File: src/hw/rtl/rch_pkg.sv
// ----------------------------------------------------------------------------
// rch_pkg: shared types and constants for the range class histogram
// Holds class limits, field widths, request encoding and register indexes.
// ----------------------------------------------------------------------------
package rch_pkg;

  localparam int MAX_CLASSES  = 32;
  localparam int SLOT_W       = (MAX_CLASSES > 1) ? $clog2(MAX_CLASSES) : 1;
  localparam int CADDR_W      = $clog2(MAX_CLASSES + 1);
  localparam int CLASS_SLOT_W = 5;
  localparam int BIN_W        = 6;
  localparam int DATA_W       = 32;
  localparam int WIDTH_W      = 31;
  localparam int EW_W         = 40;
  localparam int CFG_IDX_W    = 3;
  localparam int QDEPTH       = 4;
  localparam int QPTR_W       = $clog2(QDEPTH);
  localparam int QCNT_W       = $clog2(QDEPTH + 1);

  localparam logic [WIDTH_W-1:0] BIN_WIDTH_RST   = WIDTH_W'(1024);
  localparam logic [BIN_W-1:0]   CLASS_COUNT_RST = BIN_W'(32);

  typedef enum logic [1:0] {
    OP_LOAD   = 2'd0,
    OP_SAMPLE = 2'd1,
    OP_DUMP   = 2'd2,
    OP_CLEAR  = 2'd3
  } op_t;

  typedef enum logic [CFG_IDX_W-1:0] {
    CFG_CLASS_MODE  = 3'd0,
    CFG_RANGE_LOW   = 3'd1,
    CFG_BIN_WIDTH   = 3'd2,
    CFG_CLASS_COUNT = 3'd3,
    CFG_REPORT_UNC  = 3'd4
  } cfg_idx_t;

  // One decoded request; val_a carries bound_low or the sample
  typedef struct packed {
    op_t               op;
    logic [SLOT_W-1:0] slot;
    logic [DATA_W-1:0] val_a;
    logic [DATA_W-1:0] val_b;
  } rch_req_t;

endpackage

File: src/hw/rtl/rch_front.sv
// ----------------------------------------------------------------------------
// rch_front: request intake
// Decodes the action, packs the operands and drops loads to absent slots.
// ----------------------------------------------------------------------------
module rch_front import rch_pkg::*; (
  input  logic                    in_valid,
  output logic                    in_stall,
  input  logic [1:0]              in_action,
  input  logic [CLASS_SLOT_W-1:0] in_class_slot,
  input  logic [DATA_W-1:0]       in_bound_low,
  input  logic [DATA_W-1:0]       in_bound_high,
  input  logic [DATA_W-1:0]       in_sample,
  input  logic                    q_full,
  output logic                    q_push,
  output rch_req_t                q_req
);

  logic accept;
  logic slot_ok;
  op_t  op;

  assign in_stall = q_full;
  assign accept   = in_valid && !q_full;
  assign op       = op_t'(in_action);
  assign slot_ok  = (32'(in_class_slot) < 32'(MAX_CLASSES));

  always_comb begin
    q_req.op    = op;
    q_req.slot  = SLOT_W'(in_class_slot);
    q_req.val_b = in_bound_high;
    case (op)
      OP_SAMPLE: q_req.val_a = in_sample;
      default:   q_req.val_a = in_bound_low;
    endcase
  end

  // drop loads that address no table entry
  assign q_push = accept && !((op == OP_LOAD) && !slot_ok);

endmodule

File: src/hw/rtl/rch_queue.sv
// ----------------------------------------------------------------------------
// rch_queue: request queue
// Small FIFO between intake and execution so each side stalls on its own.
// ----------------------------------------------------------------------------
module rch_queue import rch_pkg::*; (
  input  logic     clk,
  input  logic     rst_n,
  input  logic     push,
  input  rch_req_t push_req,
  input  logic     pop,
  output rch_req_t head,
  output logic     empty,
  output logic     full
);

  rch_req_t            q_mem [QDEPTH];
  logic [QPTR_W-1:0]   wr_ptr_r, wr_ptr_nxt;
  logic [QPTR_W-1:0]   rd_ptr_r, rd_ptr_nxt;
  logic [QCNT_W-1:0]   cnt_r, cnt_nxt;
  logic                do_push;
  logic                do_pop;

  assign empty   = (cnt_r == '0);
  assign full    = (cnt_r == QCNT_W'(QDEPTH));
  assign do_push = push && !full;
  assign do_pop  = pop && !empty;
  assign head    = q_mem[rd_ptr_r];

  always_comb begin
    wr_ptr_nxt = wr_ptr_r;
    rd_ptr_nxt = rd_ptr_r;
    cnt_nxt    = cnt_r;
    if (do_push) begin
      wr_ptr_nxt = (wr_ptr_r == QPTR_W'(QDEPTH - 1)) ? '0 : wr_ptr_r + 1'b1;
    end
    if (do_pop) begin
      rd_ptr_nxt = (rd_ptr_r == QPTR_W'(QDEPTH - 1)) ? '0 : rd_ptr_r + 1'b1;
    end
    if (do_push && !do_pop) begin
      cnt_nxt = cnt_r + 1'b1;
    end else if (do_pop && !do_push) begin
      cnt_nxt = cnt_r - 1'b1;
    end
  end

  always_ff @(posedge clk) begin
    if (!rst_n) begin
      wr_ptr_r <= '0;
      rd_ptr_r <= '0;
      cnt_r    <= '0;
    end else begin
      wr_ptr_r <= wr_ptr_nxt;
      rd_ptr_r <= rd_ptr_nxt;
      cnt_r    <= cnt_nxt;
    end
  end

  always_ff @(posedge clk) begin
    if (do_push) begin
      q_mem[wr_ptr_r] <= push_req;
    end
  end

endmodule

File: src/hw/rtl/rch_back.sv
// ----------------------------------------------------------------------------
// rch_back: request execution
// Walks class bounds one per cycle, updates counts and streams dump records.
// ----------------------------------------------------------------------------
module rch_back import rch_pkg::*; (
  input  logic                 clk,
  input  logic                 rst_n,
  input  logic                 cfg_we,
  input  logic [CFG_IDX_W-1:0] cfg_index,
  input  logic [DATA_W-1:0]    cfg_wdata,
  input  rch_req_t             head,
  input  logic                 q_empty,
  output logic                 q_pop,
  output logic                 out_valid,
  input  logic                 out_stall,
  output logic                 out_kind,
  output logic [BIN_W-1:0]     out_bin_index,
  output logic                 out_matched,
  output logic                 out_is_unclassed,
  output logic [DATA_W-1:0]    out_bin_count,
  output logic [DATA_W-1:0]    out_cumulative,
  output logic                 out_last
);

  typedef enum logic [3:0] {
    S_IDLE = 4'b0001,
    S_LOOK = 4'b0010,
    S_UPD  = 4'b0100,
    S_DUMP = 4'b1000
  } state_t;

  localparam logic [CADDR_W-1:0] UNC_ADDR = CADDR_W'(MAX_CLASSES);

  // configuration
  logic                class_mode_r;
  logic [DATA_W-1:0]   range_low_r;
  logic [WIDTH_W-1:0]  bin_width_r;
  logic [BIN_W-1:0]    class_count_r;
  logic                report_r;
  logic [BIN_W-1:0]    n_eff;
  logic [BIN_W-1:0]    n_last;

  // control
  state_t              state_r, state_nxt;
  logic [BIN_W-1:0]    idx_r, idx_nxt;
  logic signed [EW_W-1:0] eq_lo_r, eq_lo_nxt;
  logic [DATA_W-1:0]   smp_r, smp_nxt;
  logic                matched_r, matched_nxt;
  logic [CADDR_W-1:0]  caddr_r, caddr_nxt;
  logic [DATA_W-1:0]   cum_r, cum_nxt;

  // memories
  logic [DATA_W-1:0]   lows_mem  [MAX_CLASSES];
  logic [DATA_W-1:0]   highs_mem [MAX_CLASSES];
  logic [DATA_W-1:0]   tab_lo_q, tab_hi_q;
  logic [SLOT_W-1:0]   tab_raddr;
  logic                tab_we;
  logic [DATA_W-1:0]   cnt_mem [MAX_CLASSES + 1];
  logic [MAX_CLASSES:0] cnt_vld_r;
  logic [DATA_W-1:0]   cnt_q;
  logic                cnt_vq;
  logic                cnt_we;
  logic                clr;
  logic [DATA_W-1:0]   cnt_eff;
  logic [DATA_W-1:0]   cnt_inc;

  // search datapath
  logic signed [EW_W-1:0] width_x, lo_x, hi_x, s_x;
  logic                hit;
  logic [SLOT_W-1:0]   idx_slot;
  logic [DATA_W:0]     run_sum;
  logic [DATA_W-1:0]   run_sat;
  logic                rec_unc;

  // result register
  logic                out_free;
  logic                emit;
  logic                e_kind, e_matched, e_unc, e_last;
  logic [BIN_W-1:0]    e_index;
  logic [DATA_W-1:0]   e_count, e_cum;
  logic                out_valid_r;
  logic                out_kind_r, out_matched_r, out_unc_r, out_last_r;
  logic [BIN_W-1:0]    out_index_r;
  logic [DATA_W-1:0]   out_count_r, out_cum_r;

  always_ff @(posedge clk) begin
    if (!rst_n) begin
      class_mode_r  <= 1'b0;
      range_low_r   <= '0;
      bin_width_r   <= BIN_WIDTH_RST;
      class_count_r <= CLASS_COUNT_RST;
      report_r      <= 1'b0;
    end else if (cfg_we) begin
      case (cfg_idx_t'(cfg_index))
        CFG_CLASS_MODE:  class_mode_r  <= cfg_wdata[0];
        CFG_RANGE_LOW:   range_low_r   <= cfg_wdata;
        CFG_BIN_WIDTH:   bin_width_r   <= cfg_wdata[WIDTH_W-1:0];
        CFG_CLASS_COUNT: class_count_r <= cfg_wdata[BIN_W-1:0];
        CFG_REPORT_UNC:  report_r      <= cfg_wdata[0];
        default: ;
      endcase
    end
  end

  always_comb begin
    if (class_count_r == '0) begin
      n_eff = BIN_W'(1);
    end else if (class_count_r > BIN_W'(MAX_CLASSES)) begin
      n_eff = BIN_W'(MAX_CLASSES);
    end else begin
      n_eff = class_count_r;
    end
  end
  assign n_last = n_eff - 1'b1;

  assign idx_slot = idx_r[SLOT_W-1:0];
  assign width_x  = {{(EW_W - WIDTH_W){1'b0}}, bin_width_r};
  assign s_x      = {{(EW_W - DATA_W){smp_r[DATA_W-1]}}, smp_r};

  always_comb begin
    if (class_mode_r) begin
      lo_x = {{(EW_W - DATA_W){tab_lo_q[DATA_W-1]}}, tab_lo_q};
      hi_x = {{(EW_W - DATA_W){tab_hi_q[DATA_W-1]}}, tab_hi_q};
    end else begin
      lo_x = eq_lo_r;
      hi_x = eq_lo_r + width_x;
    end
  end
  assign hit = (lo_x <= s_x) && (s_x <= hi_x);

  assign cnt_eff = cnt_vq ? cnt_q : '0;
  assign cnt_inc = (cnt_eff == '1) ? cnt_eff : cnt_eff + 1'b1;
  assign run_sum = {1'b0, cum_r} + {1'b0, cnt_eff};
  assign run_sat = run_sum[DATA_W] ? '1 : run_sum[DATA_W-1:0];
  assign rec_unc = (caddr_r == UNC_ADDR);
  assign out_free = !out_valid_r || !out_stall;

  always_comb begin
    state_nxt   = state_r;
    idx_nxt     = idx_r;
    eq_lo_nxt   = eq_lo_r;
    smp_nxt     = smp_r;
    matched_nxt = matched_r;
    caddr_nxt   = caddr_r;
    cum_nxt     = cum_r;
    q_pop       = 1'b0;
    tab_we      = 1'b0;
    clr         = 1'b0;
    cnt_we      = 1'b0;
    emit        = 1'b0;
    e_kind      = 1'b0;
    e_index     = '0;
    e_matched   = 1'b0;
    e_unc       = 1'b0;
    e_count     = '0;
    e_cum       = '0;
    e_last      = 1'b0;
    tab_raddr   = '0;
    case (state_r)
      S_IDLE: begin
        if (!q_empty) begin
          q_pop = 1'b1;
          case (head.op)
            OP_LOAD: begin
              tab_we = 1'b1;
            end
            OP_SAMPLE: begin
              smp_nxt   = head.val_a;
              idx_nxt   = '0;
              eq_lo_nxt = {{(EW_W - DATA_W){range_low_r[DATA_W-1]}}, range_low_r};
              state_nxt = S_LOOK;
            end
            OP_DUMP: begin
              caddr_nxt = '0;
              cum_nxt   = '0;
              state_nxt = S_DUMP;
            end
            OP_CLEAR: begin
              clr = 1'b1;
            end
            default: ;
          endcase
        end
      end
      S_LOOK: begin
        // prefetch the next table entry
        tab_raddr = (idx_slot == SLOT_W'(MAX_CLASSES - 1)) ? '0 : idx_slot + 1'b1;
        if (hit) begin
          matched_nxt = 1'b1;
          caddr_nxt   = CADDR_W'(idx_r);
          state_nxt   = S_UPD;
        end else if (idx_r == n_last) begin
          matched_nxt = 1'b0;
          caddr_nxt   = UNC_ADDR;
          state_nxt   = S_UPD;
        end else begin
          idx_nxt   = idx_r + 1'b1;
          eq_lo_nxt = eq_lo_r + width_x;
        end
      end
      S_UPD: begin
        if (out_free) begin
          emit      = 1'b1;
          e_index   = matched_r ? idx_r : n_eff;
          e_matched = matched_r;
          e_unc     = !matched_r && report_r;
          e_last    = 1'b1;
          cnt_we    = matched_r || report_r;
          state_nxt = S_IDLE;
        end
      end
      S_DUMP: begin
        if (out_free) begin
          emit    = 1'b1;
          e_kind  = 1'b1;
          e_unc   = rec_unc;
          e_index = rec_unc ? n_eff : BIN_W'(caddr_r);
          e_count = cnt_eff;
          e_cum   = rec_unc ? '0 : run_sat;
          e_last  = rec_unc || ((caddr_r == CADDR_W'(n_last)) && !report_r);
          cum_nxt = run_sat;
          if (e_last) begin
            state_nxt = S_IDLE;
          end else if (caddr_r == CADDR_W'(n_last)) begin
            caddr_nxt = UNC_ADDR;
          end else begin
            caddr_nxt = caddr_r + 1'b1;
          end
        end
      end
      default: begin
        state_nxt = S_IDLE;
      end
    endcase
  end

  always_ff @(posedge clk) begin
    if (!rst_n) begin
      state_r <= S_IDLE;
    end else begin
      state_r <= state_nxt;
    end
  end

  always_ff @(posedge clk) begin
    idx_r     <= idx_nxt;
    eq_lo_r   <= eq_lo_nxt;
    smp_r     <= smp_nxt;
    matched_r <= matched_nxt;
    caddr_r   <= caddr_nxt;
    cum_r     <= cum_nxt;
  end

  // bound table
  always_ff @(posedge clk) begin
    if (tab_we) begin
      lows_mem[head.slot]  <= head.val_a;
      highs_mem[head.slot] <= head.val_b;
    end
    tab_lo_q <= lows_mem[tab_raddr];
    tab_hi_q <= highs_mem[tab_raddr];
  end

  // count memory, read one address ahead of use
  always_ff @(posedge clk) begin
    if (cnt_we) begin
      cnt_mem[caddr_r] <= cnt_inc;
    end
    cnt_q  <= cnt_mem[caddr_nxt];
    cnt_vq <= cnt_vld_r[caddr_nxt];
  end

  always_ff @(posedge clk) begin
    if (!rst_n) begin
      cnt_vld_r <= '0;
    end else if (clr) begin
      cnt_vld_r <= '0;
    end else if (cnt_we) begin
      cnt_vld_r[caddr_r] <= 1'b1;
    end
  end

  always_ff @(posedge clk) begin
    if (!rst_n) begin
      out_valid_r <= 1'b0;
    end else if (emit) begin
      out_valid_r <= 1'b1;
    end else if (!out_stall) begin
      out_valid_r <= 1'b0;
    end
  end

  always_ff @(posedge clk) begin
    if (emit) begin
      out_kind_r    <= e_kind;
      out_index_r   <= e_index;
      out_matched_r <= e_matched;
      out_unc_r     <= e_unc;
      out_count_r   <= e_count;
      out_cum_r     <= e_cum;
      out_last_r    <= e_last;
    end
  end

  assign out_valid        = out_valid_r;
  assign out_kind         = out_kind_r;
  assign out_bin_index    = out_index_r;
  assign out_matched      = out_matched_r;
  assign out_is_unclassed = out_unc_r;
  assign out_bin_count    = out_count_r;
  assign out_cumulative   = out_cum_r;
  assign out_last         = out_last_r;

  a_upd_done: assert property (@(posedge clk) disable iff (!rst_n)
    (state_r == S_UPD && out_free) |=>
      (state_r == S_IDLE && out_valid_r && !out_kind_r && out_last_r))
    else $error("sample result not issued on update");

  a_clear: assert property (@(posedge clk) disable iff (!rst_n)
    clr |=> (cnt_vld_r == '0))
    else $error("clear left counts marked valid");

  a_unc_rec: assert property (@(posedge clk) disable iff (!rst_n)
    (out_valid_r && out_kind_r && out_unc_r) |-> (out_cum_r == '0 && out_last_r))
    else $error("unclassified dump record malformed");

  a_cum_grow: assert property (@(posedge clk) disable iff (!rst_n)
    (state_r == S_DUMP && emit && !e_last) |=>
      (state_r == S_DUMP && cum_r >= $past(cum_r)))
    else $error("dump cumulative decreased");

endmodule

File: src/hw/rtl/range_class_histogram_unit.sv
// ----------------------------------------------------------------------------
// range_class_histogram_unit: histogram of Q16.16 samples over class ranges
// Requests enter on the in_ channel (valid/stall), results leave on out_.
// A request is a bound load, a sample, a dump or a clear; it passes a
// four-deep request queue before execution, so in_stall rises only when
// that queue is full. Loads and clears give no result.
// The class count n in use is class_count clamped to 1..32.
// A sample passes a start step, a bound search that tests one class per
// cycle (first match, up to n), and an update of its count. It returns
// one result. A dump returns n records, plus the unclassified record
// when enabled, after a start step, one per cycle while out_stall is low.
// Results sit in an output register; while out_stall is high the record
// holds and execution waits, but requests still queue up to the depth.
// Reset zeroes all counts at once and restores register defaults; the
// bound table is undefined until loaded. Write the cfg_ registers only
// while the block is idle.
// ----------------------------------------------------------------------------
module range_class_histogram_unit import rch_pkg::*; (
  input  logic                    clk,
  input  logic                    rst_n,
  input  logic                    cfg_we,
  input  logic [CFG_IDX_W-1:0]    cfg_index,
  input  logic [DATA_W-1:0]       cfg_wdata,
  input  logic                    in_valid,
  output logic                    in_stall,
  input  logic [1:0]              in_action,
  input  logic [CLASS_SLOT_W-1:0] in_class_slot,
  input  logic [DATA_W-1:0]       in_bound_low,
  input  logic [DATA_W-1:0]       in_bound_high,
  input  logic [DATA_W-1:0]       in_sample,
  output logic                    out_valid,
  input  logic                    out_stall,
  output logic                    out_kind,
  output logic [BIN_W-1:0]        out_bin_index,
  output logic                    out_matched,
  output logic                    out_is_unclassed,
  output logic [DATA_W-1:0]       out_bin_count,
  output logic [DATA_W-1:0]       out_cumulative,
  output logic                    out_last
);

  logic     q_full;
  logic     q_empty;
  logic     q_push;
  logic     q_pop;
  rch_req_t q_req;
  rch_req_t q_head;

  rch_front u_front (
    .in_valid      (in_valid),
    .in_stall      (in_stall),
    .in_action     (in_action),
    .in_class_slot (in_class_slot),
    .in_bound_low  (in_bound_low),
    .in_bound_high (in_bound_high),
    .in_sample     (in_sample),
    .q_full        (q_full),
    .q_push        (q_push),
    .q_req         (q_req)
  );

  rch_queue u_queue (
    .clk      (clk),
    .rst_n    (rst_n),
    .push     (q_push),
    .push_req (q_req),
    .pop      (q_pop),
    .head     (q_head),
    .empty    (q_empty),
    .full     (q_full)
  );

  rch_back u_back (
    .clk              (clk),
    .rst_n            (rst_n),
    .cfg_we           (cfg_we),
    .cfg_index        (cfg_index),
    .cfg_wdata        (cfg_wdata),
    .head             (q_head),
    .q_empty          (q_empty),
    .q_pop            (q_pop),
    .out_valid        (out_valid),
    .out_stall        (out_stall),
    .out_kind         (out_kind),
    .out_bin_index    (out_bin_index),
    .out_matched      (out_matched),
    .out_is_unclassed (out_is_unclassed),
    .out_bin_count    (out_bin_count),
    .out_cumulative   (out_cumulative),
    .out_last         (out_last)
  );

endmodule

File: config.mk
export PLATFORM = sky130hd
export DESIGN_NAME = range_class_histogram_unit
export DESIGN_NICKNAME = d
export VERILOG_FILES = /design/src/hw/rtl/rch_pkg.sv /design/src/hw/rtl/rch_front.sv /design/src/hw/rtl/rch_queue.sv /design/src/hw/rtl/rch_back.sv /design/src/hw/rtl/range_class_histogram_unit.sv
export SDC_FILE = /design/constraint.sdc
export NUM_CORES = 2
export LEC_CHECK = 0
export BUFFER_PORTS_ARGS = -buffer_cell sky130_fd_sc_hd__buf_2
export CAP_MARGIN = 20
export CELL_PAD_IN_SITES_DETAIL_PLACEMENT = 0
export CELL_PAD_IN_SITES_GLOBAL_PLACEMENT = 2
export CORE_AREA = 2 2 714 716
export DETAILED_ROUTE_END_ITERATION = 6
export DIE_AREA = 0 0 716 718
export PLACE_DENSITY = 0.63
export SLEW_MARGIN = 30
export SYNTH_ARGS = -nofsm -noshare
export SYNTH_HDL_FRONTEND = slang
export SYNTH_SLANG_ARGS = --single-unit
File: constraint.sdc
create_clock -name clk -period 12.75 [get_ports clk]
set_input_delay 2.55 -clock clk [delete_from_list [all_inputs] [get_ports clk]]
set_output_delay 2.55 -clock clk [all_outputs]
set_load 0.005 [all_outputs]
# Word-level counts from Yosys, hierarchy flattened

Memories as Yosys holds them, arrays and structs flattened. A register that Yosys moved wholly into a read port is not among the register bits.
Index checks and enable logic that the tools add are counted.

Bits of input ports: 143
Memories kept: 4
Bits in registers: 308
Output and inout port bits: 76
Logic and storage cells: 206
RAM bits: 3,388

Memory list:

| name             | words | bits a word | read ports | clocked after Yosys merged registers in | write ports | line            | RTL |
|---|---|---|---|---|---|---|---|
| u_back.cnt_mem   | 33    | 32          | 1          | 1                                       | 1           | rch_back.sv:58  | `logic [DATA_W-1:0] cnt_mem [MAX_CLASSES + 1];` |
| u_back.highs_mem | 32    | 32          | 1          | 1                                       | 1           | rch_back.sv:54  | `logic [DATA_W-1:0] highs_mem [MAX_CLASSES];` |
| u_back.lows_mem  | 32    | 32          | 1          | 1                                       | 1           | rch_back.sv:53  | `logic [DATA_W-1:0] lows_mem [MAX_CLASSES];` |
| u_queue.q_mem    | 4     | 71          | 1          | 1                                       | 1           | rch_queue.sv:16 | `rch_req_t q_mem [QDEPTH];` |

Bitwise operators: 5
Magnitude comparators: 6
Reductions and logical operators: 43
Eq/ne operators: 31
$add $sub $neg: 11
Muxes and demuxes: 81

Operator list:

| cell                                               | number |
|---|---|
| 2-to-1 mux 40 bit                                  | 6 |
| 2-to-1 mux 32 bit                                  | 7 |
| 2-to-1 mux 6 bit                                   | 17 |
| one-hot mux 40 bit (2 select lines)                | 1 |
| one-hot mux 32 bit (2 select lines)                | 1 |
| adder 40 x 32 -> 40 bit                            | 1 |
| less-or-equal comparator 32 x 40 -> 1 bit          | 1 |
| less-or-equal comparator 40 x 32 -> 1 bit          | 1 |
| adder 32 x 32 -> 33 bit                            | 1 |
| bitwise OR 33 bit                                  | 1 |
| adder 32 x 1 -> 32 bit, second input constant      | 1 |
| == test 32 bit, second input constant              | 1 |
| 2-to-1 mux 1 bit                                   | 26 |
| 2-to-1 mux 4 bit                                   | 6 |
| one-hot mux 6 bit (2 select lines)                 | 2 |
| one-hot mux 6 bit (3 select lines)                 | 1 |
| one-hot mux 4 bit (4 select lines)                 | 1 |
| AND reduction 2 bit                                | 8 |
| < comparator 6 x 7 -> 1 bit, second input constant | 2 |
| adder 6 x 1 -> 6 bit, second input constant        | 2 |
| == test 6 bit                                      | 2 |
| 2-to-1 mux 5 bit                                   | 2 |
| inequality test 2 bit, second input constant       | 5 |
| logical AND 1 bit                                  | 9 |
| other kinds (40)                                   | 72 |

# Logic depth before layout (Yosys ltp)

Depth in word-level cells: 12
Depth in mapped cells: 34
Gate-level depth less buffers: 31

# By module

A second synthesis with hierarchy kept.

Cells, all modules: 9,065
Area total of the unflattened synthesis: 151,519.1 um^2

By module, submodules not included:

| module    | instances | seq. area each (um^2) | cells an instance | area each (um^2) |
|---|---|---|---|---|
| rch_back  | 1         | 103,008.8             | 8,565             | 139,852.9 |
| rch_queue | 1         | 8,708.4               | 422               | 10,801.6 |
| rch_front | 1         | 0.0                   | 78                | 864.6 |

# Least setup slack after synthesis

OpenSTA, ideal clock, no wires.

Kind: in2reg
Start point: in out_stall
End point: mem u_back.cnt_mem[32][0] (enable)
Data required time: 12.245 ns
Stages: 6
Buffers on the path: 0
Setup slack: 5.660 ns
Arrival: 6.585 ns
Setup time: 0.505 ns
Cells stage by stage: nand2_1 -> nand3_1 -> o21bai_1 -> nor2_1 -> nand2_1 -> nor4_1

Longest elaborated chain between the ends: 6

Ends and longest elaborated chain:

| item                                   | line                             | RTL |
|---|---|---|
| start, declared                        | range_class_histogram_unit.sv:32 | `input logic out_stall,` |
| zero test 1 bit                        | rch_back.sv:136                  | `assign out_free = !out_valid_r \|\| !out_stall;` |
| logical OR 1 bit                       | rch_back.sv:136                  |  |
| 2-to-1 mux 1 bit                       | rch_back.sv:202                  | `if (out_free) begin` |
| 2-to-1 mux 1 bit                       | rch_back.sv:159                  | `case (state_r)` |
| 2-to-1 mux 1 bit                       | rch_back.sv:266                  | `if (cnt_we) begin` |
| 2-to-1 mux 1 bit (not written as such) | rch_back.sv:267                  | `cnt_mem[caddr_r] <= cnt_inc;` |
| end, declared                          | rch_back.sv:58                   |  |

Every way passes these cells.

# Worst setup path in the final report

Start point: reg u_back.eq_lo_r[0]
End point: reg u_back.cnt_q[18], read port of u_back.cnt_mem

Longest elaborated chain between the ends: 6
Elaborated cells between the ends (all ways): 8
Classes of those cells: add/sub: 1; order compare: 2; mux: 4; reduce/logical: 1

Ends and longest elaborated chain:

| item                                      | line            | RTL |
|---|---|---|
| start, declared                           | rch_back.sv:46  | `logic signed [EW_W-1:0] eq_lo_r, eq_lo_nxt;` |
| start signal, assigned                    | rch_back.sv:247 | `eq_lo_r <= eq_lo_nxt;` |
| adder 40 x 32 -> 40 bit                   | rch_back.sv:126 | `hi_x = eq_lo_r + width_x;` |
| 2-to-1 mux 40 bit                         | rch_back.sv:121 | `if (class_mode_r) begin` |
| less-or-equal comparator 32 x 40 -> 1 bit | rch_back.sv:129 | `assign hit = (lo_x <= s_x) && (s_x <= hi_x);` |
| logical AND 1 bit (*)                     | rch_back.sv:129 |  |
| 2-to-1 mux 6 bit (*)                      | rch_back.sv:188 | `if (hit) begin` |
| one-hot mux 6 bit (3 select lines) (*)    | rch_back.sv:159 |  |
| end, declared                             | rch_back.sv:60  | `logic [DATA_W-1:0] cnt_q;` |

Every way passes the cells marked *; elsewhere a longest branch is shown, timed or not.
A chain may end at the register's enable or synchronous reset.

==> metrics.yaml <==
timing:
  timing.final.crit_share: 0.7492
  period_needed_ns: 9.552
  clock_skew_ns: 0.1391
  fin_ws_ns: 3.198
  drv_slew: 0
  finalSetupTns_ns: 0
  hold_viol_final: 0
  fmax_mhz: 104.7
  relSlewSlack: 0.2465
  tightest_slew_ns: 1.130
  finalSetupViolations: 0
  rsz0062_at_grt: "false"
pwr:
  internal-power_uw: 24090
  power_density_nw_per_um2: 192.9
  switching_share: 0.2878
  combinationalPowerShare: 0.179
  seqPwrFrac: 0.466
  p_leak_uw: 0.05766
  pwr-share-clk: 0.356
  p_switching_uw: 9733
  peakVddDrop_mv: 0.2318
cells_and_area:
  final_cell_mix: "edfxtp_1 (3573), nand2_1 (735), o21ai_0 (660)"
  area_growth_pct: 15.86
  final_common_cell: "edfxtp_1"
  drive_gt1_frac: 0.1831
  nNetsFinal: 9703
floorplanning:
  start_util: 0.2983
  core.rowCount: 262
  die_w_um: 716
  io_pins: 219
  die_h_um: 718
  dieArea_um2: 514100
  core_area_um2: 507100
routing:
  post-route-drc-count: 12
  viasPerCell: 5.266
  first_iter_violations: 9430
  routedWlPerCell_um: 29.31
  dr.pass1.iters: 7
  vias: 87050
  ant_nets: 0
  wl_um: 484500
grt:
  grt_max_degree: 203
  grt_pass1_vias: 86110
  antenna_found_initial: 72
  grtUsageTotal: 0.1829
  grt_pass1_wl_um: 676500
  grt-ovfl-total: 0
clock_network:
  numCtsBuffers: 407
  clockBufferDepth: 4
  tritoncts: "yes"
  cts_root_buf: "clkbuf_16"
  postCtsResizedCells: 0
  post_cts_buffers: 0
  clk_pin_slew_ns: 0.06
  numClockSinks: 3794
  h-tree-depth: 5
  ctsHoldBuffers: 0
  insertion_delay_ns: 1.03
critical_path:
  cp_max_fo: 100
  slowest_stage: "o32ai_1"
  path_class: "flip-flop to flip-flop"
  cp-end-kind: "flip-flop"
  required_ns: 13.58
  cpMostUsedCell: "o21ai_0"
  max_stage_delay_ns: 0.57
  startpoint_type: "flip-flop"
  crit_arrival_ns: 10.38
logic_synthesis:
  synth_edf_count: 3573
  synth_top_area_cell: "edfxtp_1"
  synth_cell_types: 84
  synthTopCellsByArea: "edfxtp_1 (71%), mux4_2 (6.8%), dfxtp_1 (2.9%)"
  avgSynthCellArea_um2: 16.56
  syn_area_um2: 151300
  ys.flop_type: "edfxtp_1"
  synth_warnings: 0
  syn_inst: 9134
  ys_seq_elements: 3794
  ys_seq_area_frac: 0.7385
  synthArstFlopShare: 0
  yosysTopAreaCellShare: 0.7092
  synth_nets: 9435
hold_path:
  holdCritPathClass: "flip-flop to flip-flop"
place:
  pre_cts_slack_ns: 3.325
  dpl.hpwl_um: 268200
  gp_congestion: 0.8119
  numPortBuffers: 218
flow_run:
  maxCapViolCount: 0
outcome:
  violations: "DRC"
  status: "complete, but fails checks"
synthesized netlist by cell type (all sizes together), types with 7 or more instances:
cell type,instances
a211o,9
a211oi,26
a21boi,73
a21o,32
a21oi,244
a221oi,73
a22oi,9
a311oi,27
a31oi,78
a32o,15
a32oi,29
and2,27
and3,133
buf,161
clkbuf,416
dfxtp,221
edfxtp,3573
ha,155
inv,119
mux2,131
mux2i,225
mux4,455
nand2,740
nand2b,18
nand3,196
nand4,49
nor2,307
nor2b,35
nor3,55
nor4,20
o211ai,23
o21a,45
o21ai,684
o21ba,8
o21bai,7
o221ai,257
o32ai,12
or3,267
xnor2,78
xor2,27
final timing paths:
check / startpoint / endpoint / slack, ns / cells after the start
setup / recovery: u_back.eq_lo_r[0]$_DFFE_PP_ / u_back.cnt_q[18]$_DFF_P_ / 3.20 / 32
hold / removal: u_back.cnt_vld_r[10]$_SDFFE_PP0P_ / u_back.cnt_vld_r[10]$_SDFFE_PP0P_ / 0.47 / 1
hold reg to reg: u_back.cnt_vld_r[10]$_SDFFE_PP0P_ / u_back.cnt_vld_r[10]$_SDFFE_PP0P_ / 0.47 / 1
setup reg to reg: u_back.eq_lo_r[0]$_DFFE_PP_ / u_back.cnt_q[18]$_DFF_P_ / 3.20 / 32
cell families after synthesis:
logic type | after synthesis | synth area share
xor+xnor | 105 | 0.006079
flops | 3794 | 0.7385
fa+ha+maj | 158 | 0.01322
simple gates | 1876 | 0.05866
compound gates | 1694 | 0.07260
mux | 811 | 0.09240
buf+inv | 696 | 0.01858
per-stage QoR:
step	power [µW]	hold slack, ns	util	instance area, µm²	instances
floorplan	19530	0.4400	-	151300	9134
global placement	21870	0.4464	0.3176	161100	15710
detailed placement	22030	0.4527	0.3182	161400	15720
CTS	34050	0.4669	0.3450	175000	16480
global route	35040	0.4747	0.3454	175200	16490
finish	33820	0.4657	0.3456	175300	16530
layer usage:
layer | up-vias | GRT usage | wire, µm
met1 | 46230 | 0.2598 | 212100
met3 | 669 | 0.02496 | 31360
li1 | 36960 | - | -
met4 | 38 | 0.04174 | 11330
met2 | 3157 | 0.2976 | 229500
met5 | - | 0 | 236
critical path, delay by kind of cell (launching register included):
kind,cells,cell delay [ns]
multiplexers,1,0.46
AO/OA/AOI/OAI,16,4.50
XOR/XNOR,1,0.18
flip-flops,1,0.37
adder cells (fa/ha/maj),3,0.97
AND/OR/NAND/NOR,7,1.43
buffers and inverters,4,1.28
power groups by stage:
stage,Sequential (µW),Clock [µW],Combinational [µW]
2_1_floorplan,15700,0,3850
3_3_place_gp,16000,0,5880
3_5_place_dp,16000,0,6030
4_1_cts,15700,12300,6050
5_1_grt,15800,12700,6560
6_report,15700,12000,6050
flip-flops by register name, summed over array words and instances (netlist names), 31 cells and up, named ones only:
| register | count |
|---|---|
| u_back.eq_lo_r | 40 |
| u_back.cnt_vld_r | 33 |
| u_back.bin_width_r | 31 |
| u_back.highs_mem | 1024 |
| u_queue.q_mem | 284 |
| u_back.out_bin_count | 32 |
| u_back.smp_r | 32 |
| u_back.cum_r | 32 |
| u_back.cnt_mem | 1056 |
| u_back.range_low_r | 32 |
| u_back.tab_hi_q | 32 |
| u_back.out_cumulative | 32 |
| u_back.lows_mem | 1024 |
| u_back.cnt_q | 32 |
| u_back.tab_lo_q | 32 |
cell type report:
class	instances	area [µm²]
Fill cell	47860	331900
Sequential cell	3794	111700
Multi-Input combinational cell	4644	37680
Clock buffer	532	11080
Tap cell	6732	8423
Timing Repair Buffer	436	3239
Clock inverter	226	2530
Inverter	119	474.2
Antenna cell	47	117.6
No activity file was read; power rests on OpenSTA's default activity.
